File: config.mk
export PLATFORM = sky130hd
export DESIGN_NAME = dam_muldiv
export DESIGN_NICKNAME = d
export VERILOG_FILES = /design/src/rtl/core/dam_muldiv.sv
export SDC_FILE = /design/constraint.sdc
export NUM_CORES = 1
export LEC_CHECK = 0
export ABC_AREA = 1
export CAP_MARGIN = 20
export CORE_MARGIN = 5
export CORE_UTILIZATION = 45
export CTS_CLUSTER_SIZE = 24
export DETAILED_ROUTE_END_ITERATION = 10
export DONT_BUFFER_PORTS = 1
export HOLD_SLACK_MARGIN = 0.05
export MAX_ROUTING_LAYER = met4
export PLACE_DENSITY = 0.62
export SLEW_MARGIN = 10
export SYNTH_ARGS = -nofsm -noshare
export SYNTH_HDL_FRONTEND = slang
export SYNTH_SLANG_ARGS = --single-unit
File: constraint.sdc
create_clock -name clk -period 12.7 [get_ports clk]
set_clock_uncertainty 0.1 [all_clocks]
set_input_delay 1.905 -clock clk [delete_from_list [all_inputs] [get_ports clk]]
set_output_delay 1.905 -clock clk [all_outputs]
set_load 0.02 [all_outputs]
File: src/rtl/core/dam_muldiv.sv
// Shared iterative unit: 32-bit shift-add multiply and restoring magnitude divide.
`default_nettype none
module dam_muldiv (
  input  wire logic        clk,
  input  wire logic        rst,
  input  wire logic        start,
  input  wire logic        is_div,
  input  wire logic [31:0] a,
  input  wire logic [31:0] b,
  output logic             done,
  output logic [31:0]      result
);
  logic [5:0]  count;
  logic        busy;
  logic        div_mode;
  logic        neg;
  logic [31:0] acc;
  logic [31:0] opa;
  logic [31:0] opb;
  logic [32:0] rem_sh;
  logic [32:0] trial;

  assign rem_sh = {acc, opa[31]};
  assign trial = rem_sh - {1'b0, opb};

  // One product bit or one quotient bit per cycle.
  always_ff @(posedge clk) begin
    if (rst) begin
      busy <= 1'b0;
      done <= 1'b0;
      count <= '0;
    end else begin
      done <= 1'b0;
      if (start) begin
        busy <= 1'b1;
        count <= 6'd32;
        div_mode <= is_div;
        acc <= '0;
        if (is_div) begin
          neg <= a[31] ^ b[31];
          opa <= a[31] ? -a : a;
          opb <= b[31] ? -b : b;
        end else begin
          neg <= 1'b0;
          opa <= a;
          opb <= b;
        end
      end else if (busy) begin
        if (div_mode) begin
          if (!trial[32]) acc <= trial[31:0];
          else acc <= rem_sh[31:0];
          opa <= {opa[30:0], ~trial[32]};
        end else begin
          if (opb[0]) acc <= acc + opa;
          opa <= {opa[30:0], 1'b0};
          opb <= {1'b0, opb[31:1]};
        end
        count <= count - 6'd1;
        if (count == 6'd1) begin
          busy <= 1'b0;
          done <= 1'b1;
        end
      end
    end
  end

  assign result = div_mode ? (neg ? -opa : opa) : acc;
endmodule
`default_nettype wire

==> key figures, run 1 <==
Cells and area
  – Layout cells sized above 1: 0.03972
  – Final net count: 1996
  – Core Util, Final: 0.4804
  – Layout area overhead: 4.827%
  – Design area: roughly 13000 um2

Detailed routing
  – Starting DRT DRC Count: 1071
  – Final antenna-violating net count: 0
  – DR pass1 iterations: 5
  – Vias post-DR: 12230
  – Vias/cell: approximately 5.6
  – DR WL/cell: 17.74 um
  – Remaining DRCs: 0
  – Final wirelength: 39.02 mm

Floorplanning
  – Die ar.: 29970 um2
  – Die X-Extent: 173.1 um
  – Height of the die: 173.1 um
  – Initial Util: 0.4582
  – Core area: 26130 um2
  – Io pins: 101
  – Rows: a little under 60

Worst setup path
  – Critical path startpoint: neg
  – Worst Path Arrival: 3.10 ns
  – R2r endpoint: acc[3]
  – Reg2reg setup slack: 8.78 ns
  – CP Capture Type: output pin
  – Class of the most critical setup path: flip-flop to output pin
  – CP startpoint kind: flip-flop
  – Crit-path max FO: 26
  – Worst setup path endpoint: result[26]
  – R2r startpoint: opa[31]
  – R2R cell count: 17
  – Critical Path RT: 10.69 ns

Synthesis
  – Count leader, synth: nand2_1
  – Count of unique library cells instantiated by Yosys: 49
  – Share of the yosys chip area belonging to registers: 0.2591
  – Yosys Warn Count: 0
  – Synth Instances: 1889
  – Total nets after synthesis: between 2000 and 2500
  – Ys async rst share: 0
  – Cell taking the most area after synthesis: edfxtp_1
  – Netlist Area Pre-Place: 11980 um2
  – Top cells by area, synth: edfxtp_1, nand2_1, inv_1
  – Post-synth top area share: 0.2457
  – Post-synth top cells: nand2_1, inv_1, nor2_1
  – Number of flops mapped to enable cells by yosys: between 90 and 100
  – Post-synthesis area per instance: 6.339 um2
  – Yosys reg bits: 106
  – Ys flop type: edfxtp_1

Clock tree
  – Root buffer cell: clkbuf_16
  – CTS max path bufs: 2
  – CTS tree: yes
  – Hold-fix buffers, CTS: 0
  – Reg clk slew, reported paths: ~0.080 ns
  – CTS H-tree depth: 3
  – Post-CTS setup buffers: 0
  – TritonCTS buffer count: 9
  – Clk sinks: 106
  – Post-CTS sizing: 0
  – Clk_lat worst skew: 0.36 ns

Timing
  – Final Hold Fails: 0
  – Unrepaired setup endpoints after global routing: no
  – F_max: between 150 and 200 MHz
  – Final worst-path setup slack: between 7 and 8 ns
  – Period utilization: 0.4023
  – Max-slew violation count: 0
  – Slew HR: 0.2588
  – Setup TNS: 0 ns
  – WHS: approximately 0.4 ns
  – Final setup vio count: 0
  – Worst slew pin tran: 1.108 ns
  – Final Critical Period: between 5 and 6 ns

Placement
  – GP Congestion: 0.9988
  – DP Worst Slack: 8.052 ns
  – Dpl hpwl: 31.67 mm
  – Placed inst area: 12220 um2
  – Number of I/O port buffers: 0

Flow run
  – Max cap viols: 0

Status
  – Run status: finished, final reports clean

Min path
  – Hold/Removal Path Class: flip-flop to flip-flop
  – Hold Path Origin: count[1]

Global routing
  – Largest net degree at the start of global routing: 86
  – First-pass GRT wire length: 60.98 mm
  – Overflow after GRT: 0
  – Initial antenna violation count: 0
  – Gr usage total: 0.2595
  – Vias in the first global route: 11170

Power
  – Leak pwr: 5.859 nW
  – VDD IR max: about 0.000063 V
  – Power Density: 100.7 nW/um2
-- final cells by class --
type / count / area [um2]
inverter: 267 / 1002
multi-input combinational: 1467 / 7661
tap: 335 / 419.2
fill: 2811 / 13580
sequential: 106 / 3103
clock inverter: 6 / 57.56
timing repair buffer: 7 / 76.32
clock buffer: 10 / 229.0
antenna: 2 / 5.005
-- how the worst min path moves through the flow --
stage,endpoint,slack (ns),depth (start not counted)
floorplan,count[3],0.36,2
CTS,count[1],0.39,2
global route,count[1],0.41,2
global placement,count[1],0.37,2
detailed placement,count[1],0.38,2
finish,count[1],0.39,2
-- metal layers --
layer,vias to the layer above,wire length [um],track usage
met3,50,2615,0.04891
li1,6143,-,-
met2,378,17240,0.3984
met4,0,847,0.05886
met5,-,0,-
met1,5660,18320,0.3572
-- registers in the layout (all words and copies together) (netlist names) --
name and count:
done 1, opa 32, busy 1, div_mode 1, acc 32, count 6
neg 1, opb 32
-- placed cells by master, fill, tap and decap left out, drive strengths merged, types with 35 or more instances in the layout --
cell type	count
nand2	547
inv	269
nor2	194
nand3	182
o21ai	138
edfxtp	98
a21oi	98
ha	68
xor2	50
nor3	35
-- cells by family after synthesis --
group	synth area share
AND/OR/NAND/NOR	0.3805
adder cells (fa/ha/maj)	0.07439
AO/OA/AOI/OAI	0.1301
buffers and inverters	0.1025
XOR/XNOR	0.05339
flip-flops	0.2591
-- per-stage QoR --
step | std cells | power (mW)
final | 2200 | 1.265
after global routing | 2198 | 1.349
after CTS | 2196 | 1.261
after detailed placement | 2180 | 0.9763
after global placement | 2180 | 0.9724
after floorplan | 1889 | 0.8519
-- power breakdown --
part           internal (mW)  switching (mW)
Combinational          0.171           0.349
Clock                  0.138           0.149
Sequential             0.419          0.0386
Total                  0.728           0.536
-- worst max-delay path, stage by stage (launching register included) --
cell and delay [ns]:
edfxtp_1 0.96, inv_1 0.45, or2_2 0.43, nand3_1 0.12, nor2_1 0.10, or2_2 0.28
a31oi_1 0.39
Note: power is estimated with default switching activity, not from simulation.
==> run 2: changes to the inputs <==
Clock period 12.7 ns to 5.3 ns, I/O delays scaled along.
==> run 2 against run 1 <==
  * Count of clock-buffer cells in the layout fell by 1
  * Worst hold slack barely moved
  * Worst setup slack got worse by 6.2 ns
  * Via count fell by 0.76%
  * Utilization barely moved
  * Critical path depth did not move
  * Wire length rose by 0.23%
==> key figures, run 2 (synthesis results as in run 1) <==
Status
  – Run status: finished, final reports clean

Clock tree
  – TritonCTS buffer count: 9 (unchanged)
  – Hold-fix buffers, CTS: 0 (unchanged)
  – Post-CTS sizing: 0 (unchanged)
  – Clk_lat worst skew: 0.36 ns (about the same)
  – Clk sinks: 106 (unchanged)
  – Reg clk slew, reported paths: 0.08 ns (about the same)
  – CTS tree: yes
  – CTS max path bufs: 2 (unchanged)
  – Root buffer cell: clkbuf_16
  – CTS H-tree depth: 3 (unchanged)
  – Post-CTS setup buffers: 0 (unchanged)

Timing
  – Period utilization: 0.7457
  – Final setup vio count: 0 (unchanged)
  – Setup TNS: 0 ns (unchanged)
  – Unrepaired setup endpoints after global routing: no
  – F_max: 253.0 MHz
  – Final Critical Period: between 3 and 4 ns
  – WHS: 0.3939 ns (+0.0004940 ns)
  – Final Hold Fails: 0 (unchanged)
  – Worst slew pin tran: 1.145 ns (+0.03719 ns)
  – Max-slew violation count: 0 (unchanged)
  – Slew HR: 0.2339 (-0.02488)

Worst setup path
  – R2r endpoint: acc[3]
  – Class of the most critical setup path: flip-flop to output pin
  – Reg2reg setup slack: 1.91 ns (-6.87 ns)
  – Slowest CP cell: edfxtp_1
  – Worst Path Arrival: 3.06 ns (-0.04 ns)
  – CP Capture Type: output pin
  – Most common cell on crit path: or2_2
  – R2R cell count: 12 (-5)
  – Critical Path RT: 4.41 ns (-6.28 ns)
  – Crit-path max FO: 26 (unchanged)
  – Critical path's largest stage delay: 0.95 ns (about the same)
  – R2r startpoint: acc[22]
  – CP startpoint kind: flip-flop
  – CP cell instances: inv_1 > or2_2 > nand3_1 > nor2_1 > or2_2 > a31oi_1

Global routing
  – Initial antenna violation count: 0 (unchanged)
  – First-pass GRT wire length: 60.93 mm (about the same)
  – Largest net degree at the start of global routing: 86 (unchanged)
  – Gr usage total: 0.2604 (+0.0009063)
  – Overflow after GRT: 0 (unchanged)
  – Vias in the first global route: 11060 (-0.95%)

Cells and area
  – Most common cell after layout, fill and taps aside: nand2_1
  – Layout cells sized above 1: 0.04077 (+0.001052)
  – Final net count: 1997 (+0.050%)
  – Largest regs: acc (32), opa (32), opb (32)
  – Design area: 12560 um2 (about the same)
  – Layout area overhead: 4.922% (about the same)
  – Commonest cells after routing, fill and taps aside: nand2_1, inv_1, nor2_1, nand3_1, o21ai_0

Detailed routing
  – Remaining DRCs: 0 (unchanged)
  – Vias/cell: 5.517 (-0.76%)
  – Final wirelength: 39.11 mm (+0.23%)
  – Final antenna-violating net count: 0 (unchanged)
  – Vias post-DR: 12140 (-0.76%)
  – Starting DRT DRC Count: 1238 (+16%)
  – DR pass1 iterations: 5 (unchanged)
  – DR WL/cell: 17.78 um (+0.23%)

Min path
  – Hold/Removal Path Class: flip-flop to flip-flop
  – Hold path cells: 2 (unchanged)
  – Hold Path Origin: count[1]
  – Min-Delay Endpoint: count[1]

Power
  – NetSw: 1.294 mW (+140%)
  – Leak pwr: 5.866 nW (+0.12%)
  – Sequential fraction of design power: 0.360 (-0.002)
  – Clock power share: 0.228 (about the same)
  – VDD IR max: 0.0001350 V (+110%)
  – Int Pwr: 1.745 mW (+140%)
  – Combinational power share: 0.411 (about the same)
  – Power Density: 241.8 nW/um2 (+140%)
  – Switching portion of total power: 0.4258 (+0.001677)

Floorplanning
  – Die ar.: 29970 um2 (unchanged)
  – Rows: 59 (unchanged)
  – Io pins: 101 (unchanged)
  – Die X-Extent: 173.1 um (unchanged)
  – Initial Util: 0.4582 (unchanged)
  – Height of the die: 173.1 um (unchanged)
  – Core area: 26130 um2 (unchanged)

Placement
  – Number of I/O port buffers: 0 (unchanged)
  – Placed inst area: 12230 um2 (about the same)
  – Dpl hpwl: 32.01 mm (+1.1%)
  – GP Congestion: 0.9559 (-4.3%)

Flow run
  – Max cap viols: 0 (unchanged)
==> run 2: worst max-delay path by stage <==
stage	start	end	slack, ns	cells past startpoint
after floorplan	start	acc[0]	0.51	4
after global placement	opa[26]	result[31]	1.85	7
after detailed placement	neg	result[26]	1.81	6
after CTS	neg	result[26]	1.41	6
after global routing	neg	result[26]	1.20	6
final	neg	result[26]	1.35	6
==> run 2: power groups by stage <==
stage / logic (mW) / clock network, mW / registers, mW
2_1_floorplan: 0.975 / 0 / 1.07
3_3_place_gp: 1.22 / 0 / 1.11
3_5_place_dp: 1.23 / 0 / 1.11
4_1_cts: 1.24 / 0.702 / 1.10
5_1_grt: 1.40 / 0.730 / 1.10
6_report: 1.25 / 0.693 / 1.10
==> run 2: layout make-up <==
cell class | count | area, um2
Antenna cell | 1 | 2.502
Fill cell | 2853 | 13570
Tap cell | 335 | 419.2
Clock inverter | 7 | 61.31
Multi-Input combinational cell | 1467 | 7661
Timing Repair Buffer | 8 | 90.09
Inverter | 267 | 1002
Clock buffer | 9 | 225.2
Sequential cell | 106 | 3103
==> run 2: worst max-delay path: cells and delay by family (launching register included) <==
kind                   cells  cell delay [ns]
buffers and inverters      1             0.44
flip-flops                 1             0.95
AND/OR/NAND/NOR            4             0.91
AO/OA/AOI/OAI              1             0.40
==> run 2: metal layers <==
layer	vias to the layer above	GRT usage	wire length, um
met3	45	0.02904	2541
met1	5572	0.3707	18600
li1	6142	-	-
met4	0	0.05487	670
met2	379	0.4023	17300
met5	-	-	0
==> run 2: per-stage QoR <==
stage	power, mW	utilization	setup WS, ns	instances
floorplan	2.041	-	0.5124	1889
global placement	2.337	0.4677	1.845	2180
detailed placement	2.343	0.4679	1.810	2181
CTS	3.033	0.4789	1.411	2197
global route	3.237	0.4807	1.203	2199
finish	3.038	0.4808	1.348	2200
